**src/rtl/core/fes_pkg.sv**
```systemverilog
// ----------------------------------------------------------------------------
// fes_pkg
// Shared types and constants of the flight event sequencer: phase and
// command codes, configuration register indexes, the configuration bundle
// and the classified sample beat that travels from the front to the back.
// ----------------------------------------------------------------------------
`default_nettype none

package fes_pkg;

  // Sequencer phases, encoded as reported on flight_state
  typedef enum logic [2:0] {
    PH_IDLE      = 3'd0,
    PH_ARMED     = 3'd1,
    PH_POWERED   = 3'd2,
    PH_COAST     = 3'd3,
    PH_EVENT1    = 3'd4,
    PH_EVENT2    = 3'd5,
    PH_TOUCHDOWN = 3'd6
  } phase_e;

  // Uplink command after decode; the unused code behaves like none
  typedef enum logic [1:0] {
    CMD_NONE  = 2'd0,
    CMD_ARM   = 2'd1,
    CMD_RESET = 2'd2
  } cmd_e;

  // Configuration register indexes
  typedef enum logic [2:0] {
    REG_BURNOUT      = 3'd0,
    REG_EVENT1_TMO   = 3'd1,
    REG_EVENT2_TMO   = 3'd2,
    REG_EVENT2_ALT   = 3'd3,
    REG_LIFT_ACCEL   = 3'd4,
    REG_LIFT_HOLD    = 3'd5,
    REG_GROUND_BAND  = 3'd6,
    REG_TOUCH_HOLD   = 3'd7
  } cfg_idx_e;

  localparam int unsigned CfgIdxW  = 3;
  localparam int unsigned CfgDataW = 24;

  // Reset values of the configuration registers
  localparam logic [15:0] BurnoutRst    = 16'd5000;
  localparam logic [15:0] Event1TmoRst  = 16'd10000;
  localparam logic [15:0] Event2TmoRst  = 16'd20000;
  localparam logic [23:0] Event2AltRst  = 24'd0;
  localparam logic [16:0] LiftAccelRst  = 17'd0;
  localparam logic [15:0] LiftHoldRst   = 16'd100;
  localparam logic [22:0] GroundBandRst = 23'd320;
  localparam logic [15:0] TouchHoldRst  = 16'd10000;

  // Depth of the queue between front and back
  localparam int unsigned QueueDepth = 2;
  localparam int unsigned QueuePtrW  = $clog2(QueueDepth);
  localparam int unsigned QueueCntW  = $clog2(QueueDepth + 1);

  // Configuration bundle (signed fields are two's complement)
  typedef struct packed {
    logic [15:0] burnout_ms;
    logic [15:0] event1_timeout_ms;
    logic [15:0] event2_timeout_ms;
    logic [23:0] event2_altitude;
    logic [16:0] liftoff_accel_limit;
    logic [15:0] liftoff_hold_ms;
    logic [22:0] ground_band;
    logic [15:0] touchdown_hold_ms;
  } cfg_t;

  // Classified sample beat
  typedef struct packed {
    logic [31:0] now_ms;
    logic [23:0] altitude;
    logic        accel_low;  // accel below liftoff limit
    logic        alt_low;    // altitude at or below event 2 altitude
    cmd_e        cmd;
  } item_t;

endpackage : fes_pkg

`default_nettype wire

```
**src/rtl/core/fes_front.sv**
```systemverilog
// ----------------------------------------------------------------------------
// fes_front
// Input side: takes sample beats, decodes the uplink command and does the
// state-free comparisons against configuration, then pushes the classified
// beat into the queue.
// ----------------------------------------------------------------------------
`default_nettype none

module fes_front (
  input  wire logic          in_valid_i,
  output logic               in_stall_o,
  input  wire logic [31:0]   now_ms_i,
  input  wire logic [16:0]   accel_y_i,
  input  wire logic [23:0]   altitude_i,
  input  wire logic [1:0]    command_i,
  input  fes_pkg::cfg_t      cfg_i,
  input  wire logic          q_full_i,
  output logic               q_push_o,
  output fes_pkg::item_t     q_item_o
);
  import fes_pkg::*;

  cmd_e cmd;

  // Command decode; code three is ignored
  always_comb begin
    unique case (command_i)
      2'd1:    cmd = CMD_ARM;
      2'd2:    cmd = CMD_RESET;
      default: cmd = CMD_NONE;
    endcase
  end

  // Handshake: stall only while the queue has no room
  assign in_stall_o = q_full_i;
  assign q_push_o   = in_valid_i && !q_full_i;

  // Classified beat
  always_comb begin
    q_item_o.now_ms    = now_ms_i;
    q_item_o.altitude  = altitude_i;
    q_item_o.accel_low = $signed(accel_y_i) < $signed(cfg_i.liftoff_accel_limit);
    q_item_o.alt_low   = $signed(altitude_i) <= $signed(cfg_i.event2_altitude);
    q_item_o.cmd       = cmd;
  end

endmodule : fes_front

`default_nettype wire

```
**src/rtl/core/fes_queue.sv**
```systemverilog
// ----------------------------------------------------------------------------
// fes_queue
// Short FIFO of classified beats between front and back. Push and pop may
// happen in the same cycle, so one beat per clock flows while the back pops.
// ----------------------------------------------------------------------------
`default_nettype none

module fes_queue (
  input  wire logic        clk_i,
  input  wire logic        rst_ni,
  input  wire logic        push_i,
  input  fes_pkg::item_t   item_i,
  output logic             full_o,
  input  wire logic        pop_i,
  output fes_pkg::item_t   head_o,
  output logic             head_valid_o
);
  import fes_pkg::*;

  item_t                 entries_q [QueueDepth];
  logic [QueuePtrW-1:0]  wr_ptr_q, wr_ptr_d;
  logic [QueuePtrW-1:0]  rd_ptr_q, rd_ptr_d;
  logic [QueueCntW-1:0]  count_q, count_d;

  assign full_o       = (count_q == QueueCntW'(QueueDepth));
  assign head_valid_o = (count_q != '0);
  assign head_o       = entries_q[rd_ptr_q];

  // Pointer and fill count
  always_comb begin
    wr_ptr_d = wr_ptr_q;
    rd_ptr_d = rd_ptr_q;
    count_d  = count_q;
    if (push_i) begin
      wr_ptr_d = (wr_ptr_q == QueuePtrW'(QueueDepth - 1)) ? '0 : wr_ptr_q + 1'b1;
    end
    if (pop_i) begin
      rd_ptr_d = (rd_ptr_q == QueuePtrW'(QueueDepth - 1)) ? '0 : rd_ptr_q + 1'b1;
    end
    if (push_i && !pop_i) begin
      count_d = count_q + 1'b1;
    end else if (pop_i && !push_i) begin
      count_d = count_q - 1'b1;
    end
  end

  always_ff @(posedge clk_i or negedge rst_ni) begin
    if (!rst_ni) begin
      wr_ptr_q <= '0;
      rd_ptr_q <= '0;
      count_q  <= '0;
    end else begin
      wr_ptr_q <= wr_ptr_d;
      rd_ptr_q <= rd_ptr_d;
      count_q  <= count_d;
    end
  end

  // Storage, no reset needed
  always_ff @(posedge clk_i) begin
    if (push_i) begin
      entries_q[wr_ptr_q] <= item_i;
    end
  end

`ifndef NO_ASSERTIONS
  a_no_overflow : assert property (@(posedge clk_i) disable iff (!rst_ni)
    count_q <= QueueCntW'(QueueDepth))
    else $error("queue fill count beyond depth");

  a_no_underflow : assert property (@(posedge clk_i) disable iff (!rst_ni)
    pop_i |-> count_q != '0)
    else $error("queue popped while empty");
`endif

endmodule : fes_queue

`default_nettype wire

```
**src/rtl/core/fes_back.sv**
```systemverilog
// ----------------------------------------------------------------------------
// fes_back
// Sequencer: pops one classified beat whenever the result slot is free,
// applies the command, steps the phase machine with its hold qualifiers
// and timers, and presents phase and line levels as the result beat.
// ----------------------------------------------------------------------------
`default_nettype none

module fes_back (
  input  wire logic        clk_i,
  input  wire logic        rst_ni,
  input  fes_pkg::cfg_t    cfg_i,
  input  fes_pkg::item_t   head_i,
  input  wire logic        head_valid_i,
  output logic             pop_o,
  output logic             out_valid_o,
  input  wire logic        out_stall_i,
  output logic [2:0]       flight_state_o,
  output logic             arm_enable_o,
  output logic             fire_drogue_o,
  output logic             fire_main_o,
  output logic             logging_on_o
);
  import fes_pkg::*;

  // Sequencer state
  phase_e       phase_q, phase_d;
  logic         entry_q, entry_d;
  logic [31:0]  liftoff_time_q, liftoff_time_d;
  logic [31:0]  burn_start_q, burn_start_d;
  logic         lift_act_q, lift_act_d;
  logic [31:0]  lift_start_q, lift_start_d;
  logic         land_act_q, land_act_d;
  logic [31:0]  land_start_q, land_start_d;
  logic [23:0]  ground_q, ground_d;
  logic         arm_q, arm_d;
  logic         drogue_q, drogue_d;
  logic         main_q, main_d;
  logic         log_q, log_d;
  logic         out_valid_q, out_valid_d;

  // Conditions of the head beat
  phase_e       ph_eff;
  logic         entry_eff;
  logic         is_reset;
  logic [31:0]  lift_elapsed, land_elapsed, burn_elapsed, fly_elapsed;
  logic         lift_seen, touch_seen, burn_done, e1_due, e2_due;
  logic [24:0]  alt_diff, alt_mag;
  logic         near_ground;

  // Pop when the result slot is empty or being taken
  assign pop_o = head_valid_i && (!out_valid_q || !out_stall_i);

  // Command applies first, then qualifiers and timers
  always_comb begin
    is_reset     = (head_i.cmd == CMD_RESET);
    ph_eff       = (head_i.cmd == CMD_ARM) ? PH_ARMED : phase_q;
    entry_eff    = (head_i.cmd == CMD_ARM) || entry_q;
    lift_elapsed = head_i.now_ms - lift_start_q;
    land_elapsed = head_i.now_ms - land_start_q;
    burn_elapsed = head_i.now_ms - burn_start_q;
    fly_elapsed  = head_i.now_ms - liftoff_time_q;
    // a hold started by this beat has zero elapsed time
    lift_seen    = head_i.accel_low && lift_act_q &&
                   (lift_elapsed > {16'd0, cfg_i.liftoff_hold_ms});
    // burn_start is taken from this beat on entry, elapsed is then zero
    burn_done    = !entry_eff && (burn_elapsed > {16'd0, cfg_i.burnout_ms});
    e1_due       = fly_elapsed > {16'd0, cfg_i.event1_timeout_ms};
    e2_due       = head_i.alt_low || (fly_elapsed > {16'd0, cfg_i.event2_timeout_ms});
    alt_diff     = {head_i.altitude[23], head_i.altitude} - {ground_q[23], ground_q};
    alt_mag      = alt_diff[24] ? (25'd0 - alt_diff) : alt_diff;
    near_ground  = alt_mag < {2'd0, cfg_i.ground_band};
    touch_seen   = near_ground && land_act_q &&
                   (land_elapsed > {16'd0, cfg_i.touchdown_hold_ms});
  end

  // Next phase
  always_comb begin
    phase_d = phase_q;
    entry_d = entry_q;
    if (pop_o) begin
      if (is_reset) begin
        phase_d = PH_IDLE;
        entry_d = 1'b1;
      end else begin
        phase_d = ph_eff;
        entry_d = entry_eff;
        unique case (ph_eff)
          PH_IDLE, PH_ARMED: begin
            entry_d = 1'b0;
            if (lift_seen) begin
              phase_d = PH_POWERED;
              entry_d = 1'b1;
            end
          end
          PH_POWERED: begin
            entry_d = 1'b0;
            if (burn_done) begin
              phase_d = PH_COAST;
              entry_d = 1'b1;
            end
          end
          PH_COAST: begin
            if (e1_due) begin
              phase_d = PH_EVENT1;
              entry_d = 1'b1;
            end
          end
          PH_EVENT1: begin
            entry_d = 1'b0;
            if (e2_due) begin
              phase_d = PH_EVENT2;
              entry_d = 1'b1;
            end
          end
          PH_EVENT2: begin
            entry_d = 1'b0;
            if (touch_seen) begin
              phase_d = PH_TOUCHDOWN;
              entry_d = 1'b1;
            end
          end
          PH_TOUCHDOWN: begin
            entry_d = entry_eff;
          end
          default: begin
            phase_d = PH_IDLE;
            entry_d = 1'b1;
          end
        endcase
      end
    end
  end

  // Entry actions, holds, timestamps and lines
  always_comb begin
    liftoff_time_d = liftoff_time_q;
    burn_start_d   = burn_start_q;
    lift_act_d     = lift_act_q;
    lift_start_d   = lift_start_q;
    land_act_d     = land_act_q;
    land_start_d   = land_start_q;
    ground_d       = ground_q;
    arm_d          = arm_q;
    drogue_d       = drogue_q;
    main_d         = main_q;
    log_d          = log_q;
    if (pop_o && (is_reset || !(ph_eff inside {PH_IDLE, PH_ARMED, PH_POWERED,
        PH_COAST, PH_EVENT1, PH_EVENT2, PH_TOUCHDOWN}))) begin
      liftoff_time_d = '0;
      burn_start_d   = '0;
      lift_act_d     = 1'b0;
      lift_start_d   = '0;
      land_act_d     = 1'b0;
      land_start_d   = '0;
      ground_d       = '0;
      arm_d          = 1'b0;
      drogue_d       = 1'b0;
      main_d         = 1'b0;
      log_d          = 1'b0;
    end else if (pop_o) begin
      unique case (ph_eff)
        PH_IDLE, PH_ARMED: begin
          if (entry_eff) begin
            // idle drops the lines and captures ground, armed raises them
            arm_d = (ph_eff == PH_ARMED);
            log_d = (ph_eff == PH_ARMED);
            if (ph_eff == PH_IDLE) begin
              ground_d = head_i.altitude;
            end
          end
          // liftoff hold restarts whenever the condition drops
          if (head_i.accel_low) begin
            if (!lift_act_q) begin
              lift_act_d   = 1'b1;
              lift_start_d = head_i.now_ms;
            end
          end else begin
            lift_act_d = 1'b0;
          end
          if (lift_seen) begin
            liftoff_time_d = head_i.now_ms;
            if (ph_eff == PH_IDLE) begin
              arm_d = 1'b1;
              log_d = 1'b1;
            end
          end
        end
        PH_POWERED: begin
          if (entry_eff) begin
            burn_start_d = head_i.now_ms;
          end
        end
        PH_COAST: begin
          // timer only
        end
        PH_EVENT1: begin
          if (entry_eff) begin
            drogue_d = 1'b1;
          end
        end
        PH_EVENT2: begin
          if (entry_eff) begin
            main_d = 1'b1;
          end
          if (near_ground) begin
            if (!land_act_q) begin
              land_act_d   = 1'b1;
              land_start_d = head_i.now_ms;
            end
          end else begin
            land_act_d = 1'b0;
          end
        end
        PH_TOUCHDOWN: begin
          arm_d = 1'b0;
          log_d = 1'b0;
        end
        default: begin
          // unreachable code, handled by the clear branch above
        end
      endcase
    end
  end

  // Result slot
  always_comb begin
    if (pop_o) begin
      out_valid_d = 1'b1;
    end else if (!out_stall_i) begin
      out_valid_d = 1'b0;
    end else begin
      out_valid_d = out_valid_q;
    end
  end

  always_ff @(posedge clk_i or negedge rst_ni) begin
    if (!rst_ni) begin
      phase_q        <= PH_IDLE;
      entry_q        <= 1'b1;
      liftoff_time_q <= '0;
      burn_start_q   <= '0;
      lift_act_q     <= 1'b0;
      lift_start_q   <= '0;
      land_act_q     <= 1'b0;
      land_start_q   <= '0;
      ground_q       <= '0;
      arm_q          <= 1'b0;
      drogue_q       <= 1'b0;
      main_q         <= 1'b0;
      log_q          <= 1'b0;
      out_valid_q    <= 1'b0;
    end else begin
      phase_q        <= phase_d;
      entry_q        <= entry_d;
      liftoff_time_q <= liftoff_time_d;
      burn_start_q   <= burn_start_d;
      lift_act_q     <= lift_act_d;
      lift_start_q   <= lift_start_d;
      land_act_q     <= land_act_d;
      land_start_q   <= land_start_d;
      ground_q       <= ground_d;
      arm_q          <= arm_d;
      drogue_q       <= drogue_d;
      main_q         <= main_d;
      log_q          <= log_d;
      out_valid_q    <= out_valid_d;
    end
  end

  // State only moves on a pop, so it doubles as the held result beat
  assign out_valid_o    = out_valid_q;
  assign flight_state_o = phase_q;
  assign arm_enable_o   = arm_q;
  assign fire_drogue_o  = drogue_q;
  assign fire_main_o    = main_q;
  assign logging_on_o   = log_q;

`ifndef NO_ASSERTIONS
  a_main_after_drogue : assert property (@(posedge clk_i) disable iff (!rst_ni)
    main_q |-> drogue_q)
    else $error("main fired without drogue");

  a_drogue_latched : assert property (@(posedge clk_i) disable iff (!rst_ni)
    $fell(drogue_q) |-> $past(pop_o && head_i.cmd == CMD_RESET))
    else $error("drogue line dropped without reset command");

  a_state_held_on_stall : assert property (@(posedge clk_i) disable iff (!rst_ni)
    (out_valid_q && out_stall_i) |=> $stable(phase_q) && $stable(main_q))
    else $error("result changed while stalled");
`endif

endmodule : fes_back

`default_nettype wire

```
**src/rtl/core/flight_event_sequencer_unit.sv**
```systemverilog
// ----------------------------------------------------------------------------
// flight_event_sequencer_unit
// Recovery sequencer for one sensor sample per beat.
//
// Input channel (in_valid_i / in_stall_o): one sample beat of time, vertical
// acceleration, altitude and uplink command. Output channel (out_valid_o /
// out_stall_i): one result beat per sample with the phase and the arm,
// drogue, main and logging lines after that sample.
// A result is registered in the back once its sample has left the queue.
// Throughput: one sample per cycle while the receiver does not stall; the
// front classifies and pushes into a two-beat queue, the back steps the
// phase machine once per popped beat. When the receiver stalls the result
// holds, the back stops popping, and the input stalls once the queue fills.
// Reset puts the machine in idle with entry pending, all lines low, and the
// configuration registers at their defaults. The configuration port is always
// ready. Write it only while no samples are in flight; nothing enforces it.
// ----------------------------------------------------------------------------
`default_nettype none

module flight_event_sequencer_unit (
  input  wire logic                           clk_i,
  input  wire logic                           rst_ni,
  // sample channel
  input  wire logic                           in_valid_i,
  output logic                                in_stall_o,
  input  wire logic [31:0]                    now_ms_i,
  input  wire logic [16:0]                    accel_y_i,
  input  wire logic [23:0]                    altitude_i,
  input  wire logic [1:0]                     command_i,
  // result channel
  output logic                                out_valid_o,
  input  wire logic                           out_stall_i,
  output logic [2:0]                          flight_state_o,
  output logic                                arm_enable_o,
  output logic                                fire_drogue_o,
  output logic                                fire_main_o,
  output logic                                logging_on_o,
  // configuration write channel
  input  wire logic                           cfg_valid_i,
  output logic                                cfg_ready_o,
  input  wire logic [fes_pkg::CfgIdxW-1:0]    cfg_index_i,
  input  wire logic [fes_pkg::CfgDataW-1:0]   cfg_wdata_i
);
  import fes_pkg::*;

  cfg_t   cfg_q, cfg_d;
  logic   q_push, q_full, q_pop, q_head_valid;
  item_t  q_item, q_head;

  // Configuration registers
  assign cfg_ready_o = 1'b1;

  always_comb begin
    cfg_d = cfg_q;
    if (cfg_valid_i) begin
      unique case (cfg_idx_e'(cfg_index_i))
        REG_BURNOUT:     cfg_d.burnout_ms          = cfg_wdata_i[15:0];
        REG_EVENT1_TMO:  cfg_d.event1_timeout_ms   = cfg_wdata_i[15:0];
        REG_EVENT2_TMO:  cfg_d.event2_timeout_ms   = cfg_wdata_i[15:0];
        REG_EVENT2_ALT:  cfg_d.event2_altitude     = cfg_wdata_i[23:0];
        REG_LIFT_ACCEL:  cfg_d.liftoff_accel_limit = cfg_wdata_i[16:0];
        REG_LIFT_HOLD:   cfg_d.liftoff_hold_ms     = cfg_wdata_i[15:0];
        REG_GROUND_BAND: cfg_d.ground_band         = cfg_wdata_i[22:0];
        REG_TOUCH_HOLD:  cfg_d.touchdown_hold_ms   = cfg_wdata_i[15:0];
        default:         cfg_d = cfg_q;
      endcase
    end
  end

  always_ff @(posedge clk_i or negedge rst_ni) begin
    if (!rst_ni) begin
      cfg_q.burnout_ms          <= BurnoutRst;
      cfg_q.event1_timeout_ms   <= Event1TmoRst;
      cfg_q.event2_timeout_ms   <= Event2TmoRst;
      cfg_q.event2_altitude     <= Event2AltRst;
      cfg_q.liftoff_accel_limit <= LiftAccelRst;
      cfg_q.liftoff_hold_ms     <= LiftHoldRst;
      cfg_q.ground_band         <= GroundBandRst;
      cfg_q.touchdown_hold_ms   <= TouchHoldRst;
    end else begin
      cfg_q <= cfg_d;
    end
  end

  // Front: accept and classify
  fes_front u_front (
    .in_valid_i (in_valid_i),
    .in_stall_o (in_stall_o),
    .now_ms_i   (now_ms_i),
    .accel_y_i  (accel_y_i),
    .altitude_i (altitude_i),
    .command_i  (command_i),
    .cfg_i      (cfg_q),
    .q_full_i   (q_full),
    .q_push_o   (q_push),
    .q_item_o   (q_item)
  );

  // Queue between front and back
  fes_queue u_queue (
    .clk_i        (clk_i),
    .rst_ni       (rst_ni),
    .push_i       (q_push),
    .item_i       (q_item),
    .full_o       (q_full),
    .pop_i        (q_pop),
    .head_o       (q_head),
    .head_valid_o (q_head_valid)
  );

  // Back: phase machine and result
  fes_back u_back (
    .clk_i          (clk_i),
    .rst_ni         (rst_ni),
    .cfg_i          (cfg_q),
    .head_i         (q_head),
    .head_valid_i   (q_head_valid),
    .pop_o          (q_pop),
    .out_valid_o    (out_valid_o),
    .out_stall_i    (out_stall_i),
    .flight_state_o (flight_state_o),
    .arm_enable_o   (arm_enable_o),
    .fire_drogue_o  (fire_drogue_o),
    .fire_main_o    (fire_main_o),
    .logging_on_o   (logging_on_o)
  );

endmodule : flight_event_sequencer_unit

`default_nettype wire

```
**config.mk**
```make
export PLATFORM = sky130hd
export DESIGN_NAME = flight_event_sequencer_unit
export DESIGN_NICKNAME = d
export VERILOG_FILES = /design/src/rtl/core/fes_pkg.sv /design/src/rtl/core/fes_front.sv /design/src/rtl/core/fes_queue.sv /design/src/rtl/core/fes_back.sv /design/src/rtl/core/flight_event_sequencer_unit.sv
export SDC_FILE = /design/constraint.sdc
export NUM_CORES = 1
export LEC_CHECK = 0
export ABC_AREA = 1
export BUFFER_PORTS_ARGS = -buffer_cell sky130_fd_sc_hd__buf_2
export CAP_MARGIN = 30
export CORE_MARGIN = 1.5
export CORE_UTILIZATION = 50
export CTS_BUF_LIST = sky130_fd_sc_hd__clkbuf_8
export DETAILED_ROUTE_END_ITERATION = 6
export GPL_TIMING_DRIVEN = 0
export PLACE_DENSITY_LB_ADDON = 0.08
export REMOVE_ABC_BUFFERS = 1
export SETUP_SLACK_MARGIN = 0.2
export SLEW_MARGIN = 30
export SYNTH_ARGS = -nofsm -noshare
export SYNTH_HDL_FRONTEND = slang
export SYNTH_SLANG_ARGS = --single-unit
export TNS_END_PERCENT = 100
```
**constraint.sdc**
```tcl
create_clock -name clk_i -period 4.53 [get_ports clk_i]
set_input_delay 0.453 -clock clk_i [delete_from_list [all_inputs] [get_ports clk_i]]
set_output_delay 0.453 -clock clk_i [all_outputs]
set_load 0.03 [all_outputs]
```
==> results_dict.tcl, run 1 <==
set metrics [dict create \
    status "finished, violations left" \
    violations "DRC, setup timing" \
    initial_core_util 0.505 \
    grt_overflow 0 \
    cp_slowest_cell "dfrtp_4" \
    drtAntennaViolNets 0 \
    synth_area_leaders "dfrtp_1 (23%), nand2_1 (15%), ha_1 (12%)" \
    antenna_found_initial 7 \
    crit_buf_inv 7 \
    drive_gt1_frac 0.160 \
    port-buffer-count 115 \
    critPathArrivalTime_ps 5990 \
    fillerInstances 5707 \
    cts.clk_slew.worst_paths_ps 70 \
    core_area_mm2 0.0615 \
    synth_cells 4255 \
    cp_max_fo 8 \
    die_h_um 252 \
    wl_per_cell_um 18.8 \
    hpwl_mm 72.2 \
    clockRootBuffer "clkbuf_8" \
    finalSetupViolCount 38 \
    crit_family "simple AND/OR/NAND/NOR gates" \
    ys.flop_type "dfrtp_1" \
    ios 117 \
    cts_buffers 77 \
    syn-cell-area_mm2 0.0310 \
    grt_pass1_wl_mm 154 \
    pre_cts_ws_ps -2090 \
    yosysTopAreaCell "dfrtp_1" \
    layout.cells.non_filler 5405 \
    cts_tree "done" \
    drcViolationCount 3 \
    final_cell_mix "nand2_1 (1121), inv_1 (711), o21ai_0 (329), dfrtp_1 (284), nor2_1 (275)" \
    hold_violations 0 \
    drt_iter0_markers 2370 \
    firstDrtPassIters 7 \
    fin_ws_ps -870 \
    synth-edff-count 120 \
    synth-seq-cells 431 \
    end_kind "flip-flop" \
    maxCapViolations 0 \
    finalCriticalPeriod_ps 5400 \
    critPathMaxStageDelay_ps 530 \
    routed_wl_mm 101 \
    first_global_vias 27500 \
    area_growth_pct 21.1 \
    htree_levels 3 \
    synthArstFlopShare 0.722 \
    worstMarginPinSlew_ps 847 \
    skew_ps 37.7 \
    timing.fmax_mhz 185 \
    grt_setup_unrepaired "yes" \
    synth-warning-count 0 \
    place_congestion 0.960 \
    cpMostUsedCell "nand2_2" \
    rows 91 \
    final.period_utilization 1.19 \
    placed_cells 5100 \
    relSlewSlack 0.434 \
    syn_area_per_cell_um2 7.30 \
    insertion_delay_ps 690 \
    grt_max_degree 83 \
    num_vias 29300 \
    die_area_mm2 0.0636 \
    clock_sinks 431 \
    final_common_cell "nand2_1" \
    hold_class "in2reg" \
    required_ps 5120 \
    drv_slew 0 \
    finalNetCount 4953 \
    die_x_um 252 \
    finalSetupTns_ps -29750 \
    start_kind "flip-flop" \
    yosysUniqueCellTypes 64 \
    path_class "reg2reg" \
    yosysTopAreaCellShare 0.230 \
    seq_area_frac_synth 0.368 \
    cts_max_path_buffers 3 \
    vias_per_cell 5.42 \
    grt_usage 0.316 \
]
## final cells by class
type	count	area, um^2	share of cell area
Antenna cell	3	7.51	0.000200
Sequential cell	431	11400	0.304
Timing Repair Buffer	274	2340	0.0623
Clock buffer	94	1290	0.0344
Inverter	713	2710	0.0722
Clock inverter	48	300	0.00799
Timing Repair inverter	2	40.0	0.00107
Multi-Input combinational cell	3050	18500	0.492
Tap cell	790	988	0.0263
## worst min-delay path, delay by kind of cell
kind                   cells  cell delay (ps)
AOI/OAI and AO/OA          1               80
buffers and inverters      2              150
## stage by stage
stage	util	hold WS, ps	cell area [um^2]
6_report	0.611	41.8	37600
3_5_place_dp	0.531	461	32600
4_1_cts	0.590	1.14	36300
3_3_place_gp	0.524	464	32200
2_1_floorplan	-	157	30700
5_1_grt	0.611	18.0	37600
## timing repair
item	in CTS	in global routing
resized for setup	161	247
setup buffers	40	32
endpoints found under the setup margin	103	134
cloned	18	1
pin swaps	42	67
hold buffers	69	0
hold endpoints to repair	184	0
## synth_stat cells (all sizes together) (55+ instances only)
cell type	n
inv	711
edfxtp	120
o21ai	380
a21oi	279
nand3	170
xor2	93
nor2	338
clkbuf	55
nand4	60
ha	292
nand2	1243
dfrtp	285
## final timing paths
path	from	end	cells past startpoint	slack, ps
max in group asynchronous	rst_ni	u_back.burn_start_q[22]	5	2900
worst max-delay path	u_queue.rd_ptr_q	u_back.land_start_q[0]	36	-870
worst max register to register	u_queue.rd_ptr_q	u_back.land_start_q[0]	36	-870
worst min register to register	cfg_q[100]	cfg_q[100]	2	480
min in group asynchronous	rst_ni	cfg_q[95]	3	350
worst min-delay path	cfg_wdata_i[17]	cfg_q[89]	3	40
## flip-flops by register name, summed over array words and instances, names as in the netlist, 2 cells and up
signal	count
cfg_q	144
u_queue.entries_q	120
u_back.burn_start_q	32
u_back.land_start_q	32
u_back.lift_start_q	32
u_back.liftoff_time_q	32
u_back.ground_q	24
u_back.flight_state_o	3
u_queue.count_q	2
## layer usage
| layer | track usage | share of wire | vias to the layer above |
|---|---|---|---|
| li1 | - | - | 14400 |
| met1 | 0.454 | 0.46 | 13800 |
| met2 | 0.492 | 0.44 | 904 |
| met3 | 0.0459 | 0.067 | 191 |
| met4 | 0.0996 | 0.033 | 0 |
| met5 | 0 | 0 | - |
## cells by family after synthesis
logic type / after synthesis / share of synthesized area
other cells: 1 / 0.000121
fa+ha+maj: 297 / 0.121
simple gates: 1882 / 0.250
buf+inv: 788 / 0.0981
flops: 431 / 0.368
mux: 6 / 0.00206
xor+xnor: 99 / 0.0279
compound gates: 751 / 0.133
Power of run 1 is left out: the tool's default activity adds up to more than one toggle a clock period on the data nets, which glitch-free logic cannot reach.
==> run 2, diff against run 1 <==
--- a/config.mk
+++ b/config.mk
@@ -5,7 +5,6 @@
 export SDC_FILE = /design/constraint.sdc
 export NUM_CORES = 1
 export LEC_CHECK = 0
-export ABC_AREA = 1
 export BUFFER_PORTS_ARGS = -buffer_cell sky130_fd_sc_hd__buf_2
 export CAP_MARGIN = 30
 export CORE_MARGIN = 1.5
==> run 2 against run 1 <==
Critical path type unchanged. Worst setup slack lost 1500 ps. Flip-flop and latch count is the same. Final area shrank 5.6%. The flow finishes with violations (setup timing). Clock-buffer cell count grew 1. Cell count shrank 22%. First-iteration DRC count shrank 36%. Global-route usage shrank 2.8 points. Worst hold slack gained 21 ps. Die area shrank 5.0%. Register-to-register slack lost 1500 ps.
==> results_dict.tcl, run 2 <==
set metrics [dict create \
    final_cell_mix "inv_1 (377), dfrtp_1 (284), ha_1 (278), nand2_1 (239), nor2_1 (172)" \
    final_common_cell "inv_1" \
    finalCriticalPeriod_ps 6940 \
    largest_reg_flops 144 \
    ys.flop_type "dfrtp_1" \
    cts_tree "done" \
    reg_top3 "cfg_q: 144 flops, u_queue.entries_q: 120 flops" \
    syn-cell-area_mm2 0.0295 \
    firstDrtPassIters 6 \
    yosysUniqueCellTypes 92 \
    start_kind "flip-flop" \
    synth_area_leaders "dfrtp_1 (24%), ha_1 (12%), edfxtp_1 (12%)" \
    num_vias 24700 \
    first_global_vias 25100 \
    reg2reg_depth 29 \
    area_growth_pct 20.3 \
    drcViolationCount 0 \
    die_h_um 246 \
    synth-seq-cells 431 \
    grt_max_degree 82 \
    synth-warning-count 0 \
    drive_gt1_frac 0.205 \
    grt_overflow 0 \
    fin_ws_ps -2410 \
    end_kind "flip-flop" \
    initial_core_util 0.508 \
    vias_per_cell 5.84 \
    cts.clk_slew.worst_paths_ps 60 \
    drtAntennaViolNets 0 \
    wl_per_cell_um 20.4 \
    cp_slowest_cell "or4_4" \
    place_congestion 0.919 \
    core_area_mm2 0.0580 \
    relSlewSlack 0.417 \
    ios 117 \
    yosysTopAreaCellShare 0.242 \
    routed_wl_mm 86.2 \
    timing.fmax_mhz 144 \
    violations "setup timing" \
    die_x_um 246 \
    port-buffer-count 115 \
    critPathMaxStageDelay_ps 590 \
    grt_setup_unrepaired "yes" \
    hold_class "in2reg" \
    grt_usage 0.289 \
    regMostFlops "cfg_q" \
    path_class "reg2reg" \
    cts_buffers 79 \
    holdWs_ps 63.1 \
    yosysTopAreaCell "dfrtp_1" \
    die_area_mm2 0.0604 \
    yosys-top-cells-count "inv_1 (363), ha_1 (292), dfrtp_1 (285)" \
    synth.most_common_cell "inv_1" \
    syn_area_per_cell_um2 9.43 \
    final.period_utilization 1.53 \
    worstMarginPinSlew_ps 852 \
    hpwl_mm 61.5 \
    skew_ps 25.8 \
    required_ps 5110 \
    drt_iter0_markers 1515 \
    cts_max_path_buffers 3 \
    finalSetupViolCount 71 \
    drv_slew 0 \
    critPathArrivalTime_ps 7520 \
    status "finished, violations left" \
    antenna_found_initial 2 \
    synth_cells 3125 \
    rows 88 \
    grt_pass1_wl_mm 136 \
    clock_sinks 431 \
    finalNetCount 3797 \
    insertion_delay_ps 670 \
    synthArstFlopShare 0.722 \
    htree_levels 3 \
    hold_depth 2 \
    clockRootBuffer "clkbuf_8" \
    cp_max_fo 8 \
    hold_violations 0 \
    pre_cts_ws_ps -3780 \
    synth-edff-count 120 \
    maxCapViolations 0 \
    seq_area_frac_synth 0.387 \
]
==> run 2: changes by cell type after synthesis, moves of 51 or more <==
cell	before	now
nand2_1	1230	241
inv_1	699	363
o21ai_0	360	164
nor2_1	299	178
mux2_2	0	108
nand3_1	165	62
a21o_1	5	77
xnor2_1	6	77
a21oi_1	248	185
clkbuf_1	55	106
==> run 2: worst paths after layout <==
check / startpoint / endpoint / slack (ps)
setup / recovery: u_queue.rd_ptr_q / u_back.land_start_q[7] / -2410
hold / removal: cfg_wdata_i[20] / cfg_q[36] / 60
setup reg to reg: u_queue.rd_ptr_q / u_back.land_start_q[7] / -2410
hold reg to reg: u_back.lift_start_q[20] / u_back.lift_start_q[20] / 480
max in group asynchronous: rst_ni / cfg_q[8] / 3140
min in group asynchronous: rst_ni / cfg_q[62] / 290
==> run 2: kinds of logic after synthesis <==
kind of cell,after synthesis,synth area share
compound gates,826,0.195
simple gates,802,0.132
buf+inv,486,0.0635
flops,431,0.387
fa+ha+maj,297,0.127
mux,155,0.0575
xor+xnor,127,0.0377
other cells,1,0.000127
==> run 2: cell type report <==
cell class              instances  area [um^2]
fillers                      4913        22600
repair buffers                306         2750
clock inverters                51          314
clock buffers                  95         1310
inverters                     364         1370
well taps                     765          957
multi-input cells            2211        17300
diodes                          2         5.00
flip-flops and latches        431        11400
==> run 2: layer usage <==
layer	vias to the layer above	track usage	routed length (um)
met5	-	0	0
met4	0	0.106	2900
met3	173	0.0410	4190
met2	680	0.507	43000
met1	12000	0.359	36200
li1	11800	-	-
==> run 2: per-stage QoR <==
step	instances	setup TNS (ps)	area, um^2	utilization
final	4225	-150170	35500	0.611
after detailed placement	3920	-254390	31100	0.537
after global routing	4225	-163470	35500	0.611
after CTS	4206	-137020	35000	0.603
after global placement	3883	-1940650	30500	0.526
after floorplan	3003	-387950	29000	-
==> run 2: worst max-delay path, delay by kind of cell, from the launching register on <==
family | cells | cell delay, ps
buffers and inverters | 4 | 630
muxes | 2 | 480
adders and majority gates | 2 | 540
and+or+nand+nor | 11 | 2520
xor gates and xnor gates | 1 | 90
DFF | 1 | 580
AOI/OAI and AO/OA | 9 | 1930
==> run 2: repair_timing <==
action	4_1_cts	5_1_grt
setup endpoints to repair	82	76
hold buffers	59	0
gates cloned	7	1
endpoints found under the hold margin	168	0
setup buffers	74	15
pin swaps	37	45
gates resized for setup	164	61
Power of run 2 is left out for the same reason.
